### config.mk
export PLATFORM = sky130hd
export DESIGN_NAME = ccs_fifo
export DESIGN_NICKNAME = d
export VERILOG_FILES = /design/src/rtl/core/ccs_pkg.sv /design/src/rtl/core/ccs_fifo.sv
export SDC_FILE = /design/constraint.sdc
export NUM_CORES = 1
export LEC_CHECK = 0
export BUFFER_PORTS_ARGS = -buffer_cell sky130_fd_sc_hd__buf_2
export CAP_MARGIN = 0
export CORE_AREA = 2 2 100 140
export DETAILED_ROUTE_END_ITERATION = 10
export DIE_AREA = 0 0 102 142
export GPL_TIMING_DRIVEN = 0
export MAX_ROUTING_LAYER = met4
export PLACE_DENSITY = 0.67
export REMOVE_ABC_BUFFERS = 1
export SLEW_MARGIN = 20
export SYNTH_ARGS = -nofsm -noshare
export SYNTH_HDL_FRONTEND = slang
export SYNTH_SLANG_ARGS = --single-unit
export TNS_END_PERCENT = 1
### constraint.sdc
create_clock -name i_clk -period 2.1 [get_ports i_clk]
set_input_delay 0.105 -clock i_clk [delete_from_list [all_inputs] [get_ports i_clk]]
set_output_delay 0.105 -clock i_clk [all_outputs]
set_load 0.02 [all_outputs]
### src/rtl/core/ccs_pkg.sv
// Shared types and constants of the contour corner detector.
`default_nettype none
package ccs_pkg;

    localparam int COORD_BITS  = 12;
    localparam int POS_BITS    = 10;
    localparam int DIST_BITS   = 20;
    localparam int SHARP_BITS  = 16;
    localparam int OFFSET_BITS = 6;
    localparam int POINT_BITS  = 2 * COORD_BITS;
    localparam int SQ_BITS     = 2 * COORD_BITS + 1;
    localparam int ROOT_BITS   = SQ_BITS + 16;

    localparam logic CFG_SUPPORT_OFFSET      = 1'b0;
    localparam logic CFG_SHARPNESS_THRESHOLD = 1'b1;

    typedef struct packed {
        logic [COORD_BITS-1:0] x;
        logic [COORD_BITS-1:0] y;
        logic [POS_BITS-1:0]   pos;
        logic                  valid;
        logic                  dropped;
        logic                  last;
    } t_result;

    typedef enum logic [3:0] {
        S_IDLE,
        S_MOD,
        S_RDA,
        S_RDB,
        S_RDC,
        S_CAPC,
        S_SQA,
        S_SQB,
        S_ROOT,
        S_DINIT,
        S_DIV,
        S_EVAL,
        S_FIN
    } t_scan_state;

endpackage
`default_nettype wire

### src/rtl/core/ccs_fifo.sv
// Result queue between the scanner and the output channel.
`default_nettype none
module ccs_fifo
    import ccs_pkg::*;
#(
    parameter int DEPTH = 4
) (
    input  wire logic    i_clk,
    input  wire logic    i_rst_n,
    input  wire logic    i_push,
    input  wire t_result i_data,
    output logic         o_full,
    output logic         o_valid,
    input  wire logic    i_ready,
    output t_result      o_data
);

    localparam int PW = $clog2(DEPTH);
    localparam int NW = $clog2(DEPTH + 1);

    t_result       r_mem [DEPTH];
    logic [PW-1:0] r_wr;
    logic [PW-1:0] r_rd;
    logic [NW-1:0] r_num;
    logic          w_pop;

    assign o_full  = r_num == NW'(DEPTH);
    assign o_valid = r_num != '0;
    assign o_data  = r_mem[r_rd];
    assign w_pop   = o_valid && i_ready;

    always_ff @(posedge i_clk) begin
        if (i_push) begin
            r_mem[r_wr] <= i_data;
        end
    end

    always_ff @(posedge i_clk) begin
        if (!i_rst_n) begin
            r_wr  <= '0;
            r_rd  <= '0;
            r_num <= '0;
        end else begin
            if (i_push) begin
                r_wr <= (r_wr == PW'(DEPTH - 1)) ? '0 : r_wr + PW'(1);
            end
            if (w_pop) begin
                r_rd <= (r_rd == PW'(DEPTH - 1)) ? '0 : r_rd + PW'(1);
            end
            if (i_push && !w_pop) begin
                r_num <= r_num + NW'(1);
            end else if (w_pop && !i_push) begin
                r_num <= r_num - NW'(1);
            end
        end
    end

endmodule
`default_nettype wire

Word level (Yosys, flattened, before mapping)
Memory sizes are Yosys's and may differ from the RTL's. A register that Yosys moved wholly into a read port is not among the register bits.
Cells that the tools add are included.

operators by class
  add/sub/neg operators = 4
  eq/ne operators = 3
  muxes and demuxes = 8
  reduce and logical (&&, ||, !) cells = 7

operator list
  operator                                                             number
  2-bit 2-to-1 mux                                                     4
  3-bit 2-to-1 mux                                                     2
  2-bit by 1-bit adder with 2-bit output (second input constant)       2
  2-bit == test (second input constant)                                2
  3-bit by 1-bit adder with 3-bit output (second input constant)       1
  3-bit == test (second input constant)                                1
  1-bit logical AND                                                    3
  3-bit nonzero test                                                   1
  3-bit by 1-bit subtractor with 3-bit output (second input constant)  1
  1-bit logical NOT                                                    2
  1-bit 2-to-1 mux                                                     2
  2-bit nonzero test                                                   1

storage, ports and cells
  flip-flop bits (word level) = 7
  RAM bits = 148
  input bits = 41
  output and inout port bits = 39
  logic and storage cells = 26
  memories kept = 1

memories
  memory  words  width  read ports  clocked after memory_dff  write ports  line            text
  r_mem   4      37     1           1                         1            ccs_fifo.sv:21  t_result r_mem [DEPTH];

Depth between registers and ports, before layout
  word-level depth = 5
  depth in mapped cells = 7

Worst setup path after synthesis
OpenSTA, ideal clock, no wires.

  kind = register -> register
  start = register r_num[0]
  end = register r_num[2]
  setup time = 0.076 ns
  data arrival time = 2.023 ns
  required time = 2.024 ns
  slack = 0.001 ns
  stages on the path, launching flop included = 8
  path buffers = 0
  clock period less this slack = 2.099 ns
  cell sequence = dfxtp_1 o31ai_1 ha_1 inv_1 fa_1 xor2_1 or3_1 a21boi_0

between the ends
  word-level cells in the longest chain between the ends = 5
  elaborated cells on any way between the ends = 10
  classes of those cells = add/sub (2); mux (2); reduce/logical (6)

ends and longest elaborated chain
  element                                                                                              line            text
  from (decl)                                                                                          ccs_fifo.sv:24  logic [NW-1:0] r_num;
  from (signal assigned)                                                                               ccs_fifo.sv:51  r_num <= r_num + NW'(1);
  from (signal assigned)                                                                               ccs_fifo.sv:53  r_num <= r_num - NW'(1);
  parallel branches: the longest is 5 deep, another holds 3-bit by 1-bit subtractor with 3-bit output  --

Several ways; the timed one is not identified. The select of a mux whose other input is x is not followed.
A chain may end at the register's enable or synchronous reset.

Final worst setup path
  start = register r_num[1]
  end = register r_num[2]

Same word-level chain as after synthesis.

==> results list <==
- In this run the critical register-to-register path is captured at r_num[2]$_SDFFE_PN0P_.
- Synthesis handed over a netlist of 239 instances.
* Final wirelength: 9960 um
* Transition time of the tightest slew-check pin: 0.587 ns
- Synthesis-to-finish area growth: 29.1%
- Synth Area per Inst: 24.5 um^2
- Max-cap violations in this run came to 0.
* Number of distinct library cells after synthesis: 24
- Derived from the worst setup path, the maximum achievable clock frequency is 503 MHz.
- The worst setup path is of the flip-flop to flip-flop kind.
* Clock tree sinks: 157
* Category of the worst setup path capture point: flip-flop
- The initial antenna violation count was 0.
- The die is 102 um wide.
- Most frequent cells after synthesis: sky130_fd_sc_hd__edfxtp_1 (148), sky130_fd_sc_hd__mux4_2 (30), sky130_fd_sc_hd__dfxtp_1 (9)
- After floorplanning, the core was divided into 50 placement rows.
- In this run the vertical extent of the chip is 142 um.
* Layer with the highest usage: met2
* Master cell of the clock root buffer: sky130_fd_sc_hd__clkbuf_16
* Path class of the lowest-slack min-delay path: input port to flip-flop
* Number of diodes added for antenna fixing: 0
- Iteration-0 DRC Markers: 115
- Share of the clock period used by the worst path: 94.7%
- The worst hold path begins at i_rst_n.
* Number of enable flip-flop cells after synthesis: 148
- Count of input and output buffers: 79
- Critical path fanouts, max: 5
- DRT antenna net count: 0
- The HPWL after detailed placement is 6020 um.
- Ports placed on the boundary: 80
* Top-area cell type share of the netlist area: 75.9%
- In this run the worst setup path terminates at r_num[2]$_SDFFE_PN0P_.
- In this run the worst setup path begins at r_num[1]$_SDFFE_PN0P_.
* Synth warnings: 0
* Worst slew margin relative to its limit: 60.9%
* Last weighted congestion value of the routability-driven placer: 0.662
- Clock H-tree levels: 4
* Power per cell area: 1160 nW/um^2
* Async set-reset flop share out of synthesis: 0%
* Reg-to-reg startpoint: r_num[1]$_SDFFE_PN0P_
- Final Hold Fails: 0
- Global routing used 19.0% of the available met1 tracks.
- Layout net count: 423
- Startpoint types: flip-flop
* Post-route DRC: 0
- For this block, the via count after detailed routing is 2756.
* Most frequent cell after synthesis: sky130_fd_sc_hd__edfxtp_1
- The max-slew violation total from the final report came to 0.
* Worst Path Required: 2.45 ns
- The worst-case IR drop observed on VDD is 0.590 mV.
- Placeable core region: 13300 um^2
- Clock transition at the register clock pins on the worst setup and hold paths after CTS: 0.06 ns
* Maximum number of pins on one net before global-route repair: 24
- The first global-routing pass estimated 15600 um of wire.
- The analysis attributes to cell leakage a power of 2.63 nW.
- The die covers 14500 um^2.
* Arrival time worst endpoint: 2.33 ns
- In the final routed layout, each cell accounts on average for 17.5 um.
- The first detailed-routing pass took 4 iterations.
- Buffers inserted during clock tree synthesis total 17.
- Clock tree from TritonCTS: done
* Post-route minimum period: 1.99 ns
* Number of storage elements in the synthesis netlist: 157
- Cells with a size suffix above 1 make up 38.5% of the layout.
* Via density per instance: 4.84
- Setup slack on the worst reg-to-reg path comes out at 0.11 ns.
* Area of all placed cells without fillers: 7560 um^2
- R2r worst-path depth: 7
* Clock tree skew after final layout: 0.00692 ns
- Share of the yosys chip area belonging to registers: 79.0%
* Met3 track utilization from global routing: 4.81%
- Placed Area: 6540 um^2
- For this run, global-route usage on met2 was measured as 24.6%.
* Longest Clk Path Bufs: 2
- Across every metal layer, demand over resource in global routing totals 15.6%.
* Final instance count without filler cells: 569
* Top flip-flop cell by instance count after synthesis: sky130_fd_sc_hd__edfxtp_1
- At the later pin of the worst-skew pair, clock insertion delay measures 0.41 ns.
- For this run the aggregate overflow at the end of global routing stands at 0.
* Fin worst setup slack: 0.111 ns
- Of all cell types, the one taking the most synthesized area is sky130_fd_sc_hd__edfxtp_1.
* Outcome: finished clean
* Number of instances in the placed design: 498
- Prior to clock tree synthesis, the placed netlist has a worst setup slack of -0.296 ns.
* Synth area leaders: sky130_fd_sc_hd__edfxtp_1 (76%), sky130_fd_sc_hd__mux4_2 (12%), sky130_fd_sc_hd__mux4_1 (3.1%), sky130_fd_sc_hd__dfxtp_1 (3.1%), sky130_fd_sc_hd__ha_1 (1.3%)
* Vias in the first global route: 2966
* Finish-stage setup viols: 0
- Cell area after technology mapping: 5850 um^2
- For this configuration, the core starts out at a cell density of 44.1%.
state kept, by name, summed over array words and instances (netlist names), named ones only:
signal / count
r_rd: 2
r_num: 3
r_wr: 2
r_mem: 148
power by group:
part	internal (mW)	switching (mW)	leakage (nW)	total, mW
sequential	3.62	0.114	1.43	3.73
combinational	0.880	0.953	0.896	1.83
clock	2.08	1.09	0.295	3.17
cell type report:
class	instances	area, um^2
flip-flops and latches	157	4630
multi-input cells	71	1150
clock inverters	10	170
clock buffers	21	440
repair buffers	125	931
well taps	182	228
inverters	3	11.3
fillers	1052	5700
per-stage QoR:
stage	TNS, ns	util, %	hold slack [ns]	total power [mW]
global placement	-111.55	48.2	0.315	5.49
floorplan	-11.60	-	0.204	4.95
CTS	-0.0320	56.9	0.00992	8.84
finish	0	57.0	0.0315	8.74
detailed placement	-0.296	49.3	0.324	5.57
global route	-0.0163	57.0	0.0199	9.10
layer usage:
layer | vias to the layer above | wire [um]
met2 | 63 | 5260
met5 | - | 0
met3 | 9 | 378
met1 | 1402 | 4200
met4 | 0 | 115
li1 | 1282 | -
worst min-delay path by stage:
stage                        endpoint  depth (start not counted)
2_1_floorplan   r_mem[0][0]$_DFFE_PP_                          0
3_3_place_gp   r_mem[2][11]$_DFFE_PP_                          1
3_5_place_dp   r_mem[1][29]$_DFFE_PP_                          1
4_1_cts         r_num[1]$_SDFFE_PN0P_                          2
5_1_grt         r_num[1]$_SDFFE_PN0P_                          2
6_report        r_num[1]$_SDFFE_PN0P_                          2
cells by family after synthesis:
kind of cell | count (synthesis) | share of synthesized area, %
adders and majority gates | 7 | 1.62
buffers and inverters | 11 | 1.75
DFF | 157 | 79.0
and+or+nand+nor | 17 | 1.62
muxes | 40 | 15.2
xor gates and xnor gates | 2 | 0.299
AOI/OAI and AO/OA | 5 | 0.513
placed cells by master (no fill, tap or decap), drive strengths merged:
master / count
nor2b: 3
nand2: 2
xnor2: 1
dfxtp: 9
o21ai: 3
and2: 5
nand3: 2
dlygate4sd3: 37
inv: 3
bufinv: 5
xor2: 1
clkbuf: 21
or3: 2
nor3b: 1
edfxtp: 148
nor2: 2
mux2i: 3
a21boi: 1
buf: 88
o31ai: 1
mux4: 37
clkinv: 5
ha: 6
fa: 1
timing repair:
item                                    in CTS  in global routing
hold buffers                                37                  0
endpoints found under the hold margin      148                  0
gates cloned                                 0                  0
buffers inserted                             2                  1
resized for setup                            2                  2
endpoints found under the setup margin      21                  1
pin swaps                                    1                  1
critical path: stages, from the launching register on:
cell and delay (ns):
sky130_fd_sc_hd__dfxtp_1 0.38, sky130_fd_sc_hd__o31ai_4 0.27, sky130_fd_sc_hd__ha_2 0.24, sky130_fd_sc_hd__inv_1 0.05
sky130_fd_sc_hd__fa_1 0.37, sky130_fd_sc_hd__xor2_1 0.17, sky130_fd_sc_hd__or3_1 0.31, sky130_fd_sc_hd__a21boi_1 0.14
Note: power is estimated with default switching activity, not from simulation.
