==> src/rtl/core/ccs_pkg.sv <==
// Shared types and constants of the contour corner detector.
`default_nettype none
package ccs_pkg;

    localparam int COORD_BITS  = 12;
    localparam int POS_BITS    = 10;
    localparam int DIST_BITS   = 20;
    localparam int SHARP_BITS  = 16;
    localparam int OFFSET_BITS = 6;
    localparam int POINT_BITS  = 2 * COORD_BITS;
    localparam int SQ_BITS     = 2 * COORD_BITS + 1;
    localparam int ROOT_BITS   = SQ_BITS + 16;

    localparam logic CFG_SUPPORT_OFFSET      = 1'b0;
    localparam logic CFG_SHARPNESS_THRESHOLD = 1'b1;

    typedef struct packed {
        logic [COORD_BITS-1:0] x;
        logic [COORD_BITS-1:0] y;
        logic [POS_BITS-1:0]   pos;
        logic                  valid;
        logic                  dropped;
        logic                  last;
    } t_result;

    typedef enum logic [3:0] {
        S_IDLE,
        S_MOD,
        S_RDA,
        S_RDB,
        S_RDC,
        S_CAPC,
        S_SQA,
        S_SQB,
        S_ROOT,
        S_DINIT,
        S_DIV,
        S_EVAL,
        S_FIN
    } t_scan_state;

endpackage
`default_nettype wire

==> src/rtl/core/ccs_front.sv <==
// Point loader: accepts contour points, fills the point memory, starts the scan.
`default_nettype none
module ccs_front
    import ccs_pkg::*;
#(
    parameter int MAX_POINTS = 1024
) (
    input  wire logic                          i_clk,
    input  wire logic                          i_rst_n,
    input  wire logic                          i_in_valid,
    output logic                               o_in_ready,
    input  wire logic [COORD_BITS-1:0]         i_point_x,
    input  wire logic [COORD_BITS-1:0]         i_point_y,
    input  wire logic                          i_last_point,
    output logic                               o_we,
    output logic [$clog2(MAX_POINTS)-1:0]      o_waddr,
    output logic [POINT_BITS-1:0]              o_wdata,
    output logic                               o_start,
    output logic [$clog2(MAX_POINTS+1)-1:0]    o_n,
    input  wire logic                          i_done
);

    localparam int AW = $clog2(MAX_POINTS);
    localparam int CW = $clog2(MAX_POINTS + 1);

    logic [CW-1:0] r_count;
    logic [CW-1:0] n_count;
    logic          r_busy;
    logic          r_start;
    logic          w_beat;
    logic          w_room;

    assign o_in_ready = !r_busy;
    assign w_beat     = i_in_valid && !r_busy;
    assign w_room     = r_count < CW'(MAX_POINTS);
    assign o_we       = w_beat && w_room;
    assign o_waddr    = r_count[AW-1:0];
    assign o_wdata    = {i_point_y, i_point_x};
    assign n_count    = w_room ? r_count + CW'(1) : r_count;
    assign o_start    = r_start;
    assign o_n        = r_count;

    always_ff @(posedge i_clk) begin
        if (!i_rst_n) begin
            r_count <= '0;
            r_busy  <= 1'b0;
            r_start <= 1'b0;
        end else begin
            r_start <= 1'b0;
            if (i_done) begin
                r_busy  <= 1'b0;
                r_count <= '0;
            end else if (w_beat) begin
                r_count <= n_count;
                if (i_last_point) begin
                    r_busy  <= 1'b1;
                    r_start <= 1'b1;
                end
            end
        end
    end

endmodule
`default_nettype wire

==> config.mk <==
export PLATFORM = sky130hd
export DESIGN_NAME = ccs_front
export DESIGN_NICKNAME = d
export VERILOG_FILES = /design/src/rtl/core/ccs_pkg.sv /design/src/rtl/core/ccs_front.sv
export SDC_FILE = /design/constraint.sdc
export NUM_CORES = 1
export LEC_CHECK = 0
export ABC_AREA = 1
export BUFFER_PORTS_ARGS = -buffer_cell sky130_fd_sc_hd__buf_4
export CAP_MARGIN = 30
export CORE_MARGIN = 2
export CORE_UTILIZATION = 42
export CTS_BUF_LIST = sky130_fd_sc_hd__clkbuf_4 sky130_fd_sc_hd__clkbuf_8
export DETAILED_ROUTE_END_ITERATION = 10
export PLACE_DENSITY = 0.87
export SETUP_SLACK_MARGIN = 0.15
export SLEW_MARGIN = 5
export SYNTH_ARGS = -nofsm -noshare
export SYNTH_HDL_FRONTEND = slang
export SYNTH_SLANG_ARGS = --single-unit
==> constraint.sdc <==
create_clock -name i_clk -period 1.7 [get_ports i_clk]
set_input_delay 0.34 -clock i_clk [delete_from_list [all_inputs] [get_ports i_clk]]
set_output_delay 0.34 -clock i_clk [all_outputs]
set_load 0.005 [all_outputs]
# After elaboration in Yosys (flattened, before gate mapping)
# Cells that the tools add are included.
[classes]
addsub = 1
order_cmp = 1
mux = 1
n_bitwise = 2
reduce_logical = 7
[ops]
columns = ["op", "n"]
rows = [
  ["$add 11x1->11 const B", 1],
  ["$lt 11x11->1 const B", 1],
  ["$reduce_and 2->1", 2],
  ["$reduce_or 3->1", 1],
  ["$logic_and 1x1->1", 2],
  ["$not 1->1", 2],
  ["$reduce_or 2->1", 1],
  ["$logic_not 1->1", 1],
  ["$mux 1", 1],
]
[totals]
regBits = 13
word_cells = 15

# Logic depth before layout (Yosys ltp)
# Gate-level depths: netlist (run 1).
[logic_depth]
ltp_word = 4
mapped_depth = 7
ltp_nobuf = 7

# Least setup slack after synthesis (run 1)
# No wires, ideal clock.
[synth_path]
path_kind = "register to register"
start = "register r_count[0], in the netlist o_n[0]"
end = "register r_count[6], in the netlist o_n[6]"
arrival_time_ns = 1.077
setup_slack_ns = 0.510
stages_incl_launch_ff = 7
cell_sequence = "dfxtp_1 > ha_1 > nand3_2 > nor2_4 > nand2_1 > o21ai_1 > nor2_1"
[synth_between]
elab_chain_len = 2
elab_cells_between_ends = 3
classes_between = "add/sub: 1; order compare: 1; reduce/logical: 1"
[synth_lines]
columns = ["element", "line", "text"]
rows = [
  ["start, declared", "ccs_front.sv:26", "logic [CW-1:0] r_count;"],
  ["start signal, assigned", "ccs_front.sv:54", "r_count <= n_count;"],
  ["$lt 11x11->1", "ccs_front.sv:35", "assign w_room = r_count < CW'(MAX_POINTS);"],
  ["$reduce_and 2->1 (no source line)", "n/a", ""],
]
# Parallel ways exist; a longest one is shown, timed or not.
# A chain may end at the register's enable or synchronous reset.

# Worst setup path in the final report (run 1)
[layout_path]
start = "register r_busy"
end = "output o_we"
[layout_between]
elab_chain_len = 3
[layout_lines]
columns = ["element", "line", "text"]
rows = [
  ["start, declared", "ccs_front.sv:28", "logic r_busy;"],
  ["start signal, assigned", "ccs_front.sv:46", "r_busy <= 1'b0;"],
  ["start signal, assigned", "ccs_front.sv:51", "r_busy <= 1'b0;"],
  ["start signal, assigned", "ccs_front.sv:56", "r_busy <= 1'b1;"],
  ["$logic_not 1->1", "ccs_front.sv:34", "assign w_beat = i_in_valid && !r_busy;"],
  ["$logic_and 1x1->1", "ccs_front.sv:34", ""],
  ["$logic_and 1x1->1", "ccs_front.sv:36", "assign o_we = w_beat && w_room;"],
  ["end, declared", "ccs_front.sv:15", "output logic o_we,"],
]
# No other way between the ends.

==> metrics.txt, run 1 <==
share of layout cells above drive strength 1 34.1%; average wire per cell in the routed design 10.5 µm; H-tree levels 1; fin. max-slew vios 0; switching pwr 0.131 mW; register-to-register setup slack 0.43 ns; Setup-failing EPs final 0; via/cell ratio 4.47; DP Area 902 µm²; port bufs 28; row cnt 16; Post-CTS Setup Bufs 0; WP data arrival 1.09 ns; setup tns final 0 ns; Clk network pwr share 35.3%; pin count of the biggest net entering global routing 12; root buf cell clkbuf_4; Req. time, crit path 1.36 ns; Core Area 2000 µm²; crit path kind reg -> out; Final Net Count 157; Remaining DRCs 0; Die X 50.6 µm; Leakage 0.427 nW; post-synth cell types 19; Hold Vio Cnt, Final 0; largest stage delay on the critical path 0.31 ns; GRT Overall Usage 13.1%; Comb power frac 8.1%; Setup crit start kind flop; reg2reg path depth 6; fin crit share 84.3%; via count 684; hold depth 3; Tot Pwr 0.548 mW; iteration-0 DRC count of the detailed router 12; Crit Reg-Reg Startpoint o_n[0]; P per Cell Area 590 nW/µm²; CP endpoint kind primary output; synthesis-stage register bit count 13; hold path start i_last_point; slowest CP cell dfxtp_1; number of max-cap violations 0; Least-Margin Pin Slew 0.263 ns; largest buffer count on any clock path 2; DRT Pass-1 Iters 4; Synth Warn # 0; Fin Clk Skew 0.00297 ns; die span in y 50.6 µm; Slew HR 82.4%; Worst-path clk slew 0.09 ns; Cell Area, Synth 911 µm²; Critical R2R Capture o_n[6]; Total Wirelength 1600 µm; syn nets 158; post-route ant nets 0; Min-Delay Path Class in -> reg; min cycle time layout 1.43 ns; CTS tree built; Worst-Skew Late Latency 0.27 ns; first-pass GRT wire length 2560 µm; Max Fclk 698 MHz; clk sinks 13; RSZ-0062 raised after global routing false; routability congestion estimate 0.786; Min-Delay Endpoint o_start; Worst IR Drop VDD 0.406 mV; outcome finished, final reports clean; Finished Cell Area 930 µm²; # diodes 0; total grt overflow 0; P_int 0.417 mW; sequential area share after synthesis 28.6%; full die area 2560 µm²; CP Max Fanout 5; Sw Ratio 24.0%; initial core utilization 45.5%; Ports 77; antenna violations before repair 0; Post-CTS Hold Buffers 0; DP HPWL 1260 µm; CTS-repair resized insts 0; Seq pwr share 56.6%; Synth Instances 128; Mean Syn Cell Area 7.12 µm²; CP Cell Sequence inv_2, nand2_1, nor2_2, buf_4; vias in the first global route 602; total CTS buffers 3; Syn-to-layout area delta 2.06%
## critical path: cells and delay by family (launching register included)
| kind | cells | cell delay, ns |
|---|---|---|
| AND/OR/NAND/NOR | 2 | 0.25 |
| buffers and inverters | 2 | 0.25 |
| flip-flops | 1 | 0.31 |
## synthesized netlist by cell type, drive strengths merged
master / n / area [µm²]
o21ai: 6 / 30.0
nand3: 8 / 67.6
ha: 1 / 12.5
inv: 18 / 67.6
nand2: 23 / 88.8
a21oi: 6 / 30.0
dfxtp: 13 / 260
nor2: 15 / 73.8
nand3b: 1 / 7.51
buf: 35 / 260
nand4: 2 / 12.5
## kinds of logic after synthesis
logic type / count (synthesis) / synth area share, %
adder cells (fa/ha/maj): 1 / 1.37
flip-flops: 13 / 28.6
buffers and inverters: 53 / 36.0
AND/OR/NAND/NOR: 49 / 27.5
AO/OA/AOI/OAI: 12 / 6.59
## registers in the layout, indices dropped and copies added (netlist names)
signal and flops:
o_start 1, r_busy 1, o_n 11
## cell type report
cell class / count / area, µm²
clock buffer: 3 / 22.5
clock inverter: 1 / 5.00
fill: 206 / 1070
inverter: 18 / 67.6
multi-input combinational: 62 / 323
sequential: 13 / 260
tap: 27 / 33.8
timing repair buffer: 29 / 218
## power by group through the flow
stage          sequential [mW]  clock, mW  combinational [mW]
6_report                 0.310      0.193              0.0445
3_3_place_gp             0.317          0              0.0438
5_1_grt                  0.311      0.217              0.0490
3_5_place_dp             0.318          0              0.0447
4_1_cts                  0.310      0.200              0.0449
2_1_floorplan            0.317          0              0.0701
## per-stage QoR
step	util, %	setup WS (ns)	cells	hold WS (ns)
final	46.4	0.266	153	0.347
after CTS	46.4	0.265	153	0.342
after global placement	45.1	0.492	149	0.476
after floorplan	-	0.510	128	0.474
after global routing	46.4	0.203	153	0.342
after detailed placement	45.1	0.428	149	0.496
## worst max path at each step
stage | from | to | slack, ns | cells past startpoint
finish | r_busy | o_we | 0.27 | 4
global route | r_busy | o_we | 0.20 | 4
CTS | r_busy | o_we | 0.26 | 4
detailed placement | o_n[0] | o_n[6] | 0.43 | 6
global placement | o_n[0] | o_n[6] | 0.49 | 6
floorplan | o_n[0] | o_n[6] | 0.51 | 6
## routing by layer
layer  GRT usage (%)  up-vias  routed length, µm
met5               0        -                  0
met4            7.21        0                 15
met3            4.17        4                154
met2            20.8       23                767
met1            15.4      302                667
li1                -      355                  -
## placed cells by master, fill, tap and decap left out, types with 3 or more instances in the layout
cell type and n:
inv_1 16, nor2_1 12, o21ai_1 3, nand3_1 4, o21ai_0 3, nand2_1 22, a21oi_1 6, buf_4 29
dfxtp_1 13, nand3_2 3, clkbuf_4 3
(Power assumes the default switching activity.)
==> run 2, diff against run 1 <==
--- a/config.mk
+++ b/config.mk
@@ -5,14 +5,14 @@
 export SDC_FILE = /design/constraint.sdc
 export NUM_CORES = 1
 export LEC_CHECK = 0
-export ABC_AREA = 1
+export ABC_AREA = 0
 export BUFFER_PORTS_ARGS = -buffer_cell sky130_fd_sc_hd__buf_4
 export CAP_MARGIN = 30
 export CORE_MARGIN = 2
-export CORE_UTILIZATION = 42
+export CORE_UTILIZATION = 38
 export CTS_BUF_LIST = sky130_fd_sc_hd__clkbuf_4 sky130_fd_sc_hd__clkbuf_8
 export DETAILED_ROUTE_END_ITERATION = 10
-export PLACE_DENSITY = 0.87
+export PLACE_DENSITY = 0.82
 export SETUP_SLACK_MARGIN = 0.15
 export SLEW_MARGIN = 5
 export SYNTH_ARGS = -nofsm -noshare
==> constraint.sdc (replaced) <==
create_clock -name i_clk -period 1.5 [get_ports i_clk]
set_input_delay 0.3 -clock i_clk [delete_from_list [all_inputs] [get_ports i_clk]]
set_output_delay 0.3 -clock i_clk [all_outputs]
set_load 0.005 [all_outputs]
==> run 2 against run 1 <==
Net effect: register-to-register slack worse by 0.57 ns; largest power group unchanged; critical path depth is 1 higher; clock skew is 0.0017 ns higher; critical endpoint unchanged; clock power increased by 24%; die area is 0.59% higher; cell area up 11%; sequential share of layout area decreased by 2.3 points; first-iteration DRC count down 50%; flip-flop and latch count stayed put; global-route usage is 1.1 points higher; the flow now finishes with violations (negative setup slack); core utilization rose by 5.1 points.
==> metrics.txt, run 2 <==
outcome finished with violations; failing checks negative setup slack; Fin Clk Skew 0.00471 ns (+0.00174 ns); CP endpoint kind primary output; via count 676 (-1.2%); slowest CP cell or3b_4; Min-Delay Path Class in -> reg; initial core utilization 41.4% (-4.1 points); max reg flops 11 (unchanged); full die area 2570 µm² (+0.59%); Final Net Count 141 (-10%); antenna violations before repair 0 (unchanged); die span in y 50.7 µm (+0.30%); crit path buf inv count 4 (+2); Crit Reg-Reg Startpoint r_busy; Mean Syn Cell Area 8.21 µm² (+15%); WP data arrival 1.36 ns (+0.27 ns); min cycle time layout 1.66 ns; total grt overflow 0 (unchanged); CP Cell Sequence or3b_4, buf_6, buf_6, inv_4, buf_6; hold path start i_last_point; P_int 0.525 mW (+26%); Worst-path clk slew 0.08 ns (about the same); CP most frequent cell buf_6; Syn-to-layout area delta 24.3%; # diodes 0 (unchanged); row cnt 16 (unchanged); Sw Ratio 23.2% (-0.76 points); port bufs 28 (unchanged); Seq pwr share 51.3% (-5.3 points); Primary FF master, synth dfxtp_1; footprint of the multi-input gates 339 µm² (+5.0%); Worst IR Drop VDD 0.504 mV (+24%); Placed Cells 125 (-16%); routability congestion estimate 0.729 (-7.3%); share of layout cells above drive strength 1 58.2% (+24 points); Slew HR 64.6% (-18 points); most common library cells after synthesis buf_4 (34), dfxtp_1 (13), a21oi_1 (9); sequential area share after synthesis 31.4% (+2.8 points); asr flop ratio synth 0% (unchanged); Synth top area share 31.4% (+2.8 points); CP Max Fanout 2 (-3); GRT Overall Usage 14.1% (+1.1 points); Setup-failing EPs final 11 (+11); Least-Margin Pin Slew 0.531 ns (+0.268 ns); Leakage 0.427 nW (+0.10%); Synth Warn # 0 (unchanged); post-route ant nets 0 (unchanged); via/cell ratio 4.93 (+10%); iteration-0 DRC count of the detailed router 6 (-6); H-tree levels 1 (unchanged); Cell Area, Synth 830 µm² (-8.9%); pin count of the biggest net entering global routing 14 (+2); clk sinks 13 (unchanged); Synth Area in Simple Gates 17.9% (-9.5 points); Compound-Gate Fraction of Synth Area 11.5% (+4.9 points); first-pass GRT wire length 2670 µm (+4.3%); fin crit share 110%; Setup crit start kind flop; DRT Pass-1 Iters 4 (unchanged); Top delay family on crit path simple AND/OR/NAND/NOR gates; most frequent cells in the layout buf_4 (35), dfxtp_1 (9), buf_6 (7); Req. time, crit path 1.20 ns (-0.16 ns); Comb power frac 13.7% (+5.6 points); largest buffer count on any clock path 2 (unchanged); post-synthesis mux area share 1.21% (+1.2 points); Core Area 2000 µm² (unchanged); Post-synth EDFFs 0 (unchanged); Setup WS post-layout -0.157 ns (-0.424 ns); RSZ-0062 raised after global routing true; Reg area 265 µm² (+1.9%); number of max-cap violations 0 (unchanged); commonest non-fill, non-tap cell in the layout buf_4; P per Cell Area 663 nW/µm² (+13%); largest stage delay on the critical path 0.39 ns (+0.08 ns); Die X 50.7 µm (+0.30%); largest family of logic cells by synthesized area buffers and inverters; top cells by area, synth dfxtp_1 (31%), buf_4 (31%), a21oi_1 (5.4%); Clk network pwr share 35.0% (-0.3 points); switching pwr 0.159 mW (+21%); filler instances 201 (-2.4%); Ports 77 (unchanged); syn nets 131 (-17%); Max Fclk 603 MHz; Hold WS 0.283 ns (-0.0635 ns); post-synth cell types 24 (+5); XOR/XNOR Fraction of Synth Area 1.06% (+1.1 points); Hold Vio Cnt, Final 0 (unchanged); Synth Area in Adders 1.51% (+0.13 points); DP HPWL 1220 µm (-3.1%); vias in the first global route 609 (+1.2%); synthesis-stage register bit count 13 (unchanged); CTS tree built; root buf cell clkbuf_4; most frequent cell after synthesis buf_4; average wire per cell in the routed design 12.7 µm (+21%); fin. max-slew vios 0 (unchanged); total CTS buffers 3 (unchanged); Worst Setup SP r_busy; crit path kind reg -> out; Total Wirelength 1740 µm (+8.6%); cell taking the most area after synthesis dfxtp_1; Remaining DRCs 0 (unchanged); Synth Instances 101 (-21%); Worst-Skew Late Latency 0.28 ns (about the same); final cell count without fillers 137 (-10%); Post-CTS Hold Buffers 0 (unchanged)
-- run 2: timing repair --
item	in CTS	in global routing
resized for setup	12	10
setup endpoints to repair	12	12
setup buffers	7	1
cloned	0	0
pin swaps	8	4
-- run 2: final timing paths --
check	to	slack, ns	cells after the start
max	o_we	-0.16	5
max reg2reg	o_n[5]	-0.14	5
min	o_start	0.28	3
min reg2reg	o_start	0.51	2
-- run 2: power groups by stage --
stage          logic (mW)  registers (mW)  clock network (mW)
2_1_floorplan      0.0851           0.361                   0
3_3_place_gp       0.0563           0.358                   0
3_5_place_dp       0.0580           0.359                   0
4_1_cts            0.0896           0.351               0.247
5_1_grt             0.101           0.351               0.265
6_report           0.0938           0.351               0.239
-- run 2: kinds of logic after synthesis --
kind of cell    count (synthesis)
simple gates                   26
fa+ha+maj                       1
flops                          13
compound gates                 17
xor+xnor                        1
buf+inv                        42
mux                             1
-- run 2: per-layer routing --
metal | GRT usage (%) | wire length, µm | vias up
li1 | - | - | 328
met1 | 14.2 | 618 | 302
met2 | 23.7 | 895 | 34
met3 | 6.25 | 170 | 12
met4 | 9.01 | 58 | 0
met5 | 0 | 0 | -
-- run 2: worst register-to-register path: stages, from the launching register on --
cell and delay, ns:
dfxtp_2 0.32, or3b_4 0.39, buf_6 0.13, buf_6 0.13, or4_4 0.48, a21oi_2 0.11
-- run 2: layout make-up --
type | instances | share of cell area, %
well taps | 27 | 3.28
repair buffers | 42 | 33.1
clock buffers | 4 | 2.91
inverters | 5 | 2.06
flip-flops and latches | 13 | 25.7
multi-input cells | 46 | 32.9
-- run 2: per-stage QoR --
stage / utilization [%] / setup WS [ns] / TNS (ns) / total power, mW / instance area, µm²
floorplan: - / 0.0163 / 0 / 0.446 / 846
global placement: 42.6 / -0.0723 / -0.253 / 0.415 / 853
detailed placement: 42.6 / -0.115 / -0.477 / 0.417 / 853
CTS: 49.2 / -0.168 / -0.887 / 0.687 / 985
global route: 51.5 / -0.197 / -1.46 / 0.718 / 1030
finish: 51.5 / -0.157 / -0.895 / 0.684 / 1030
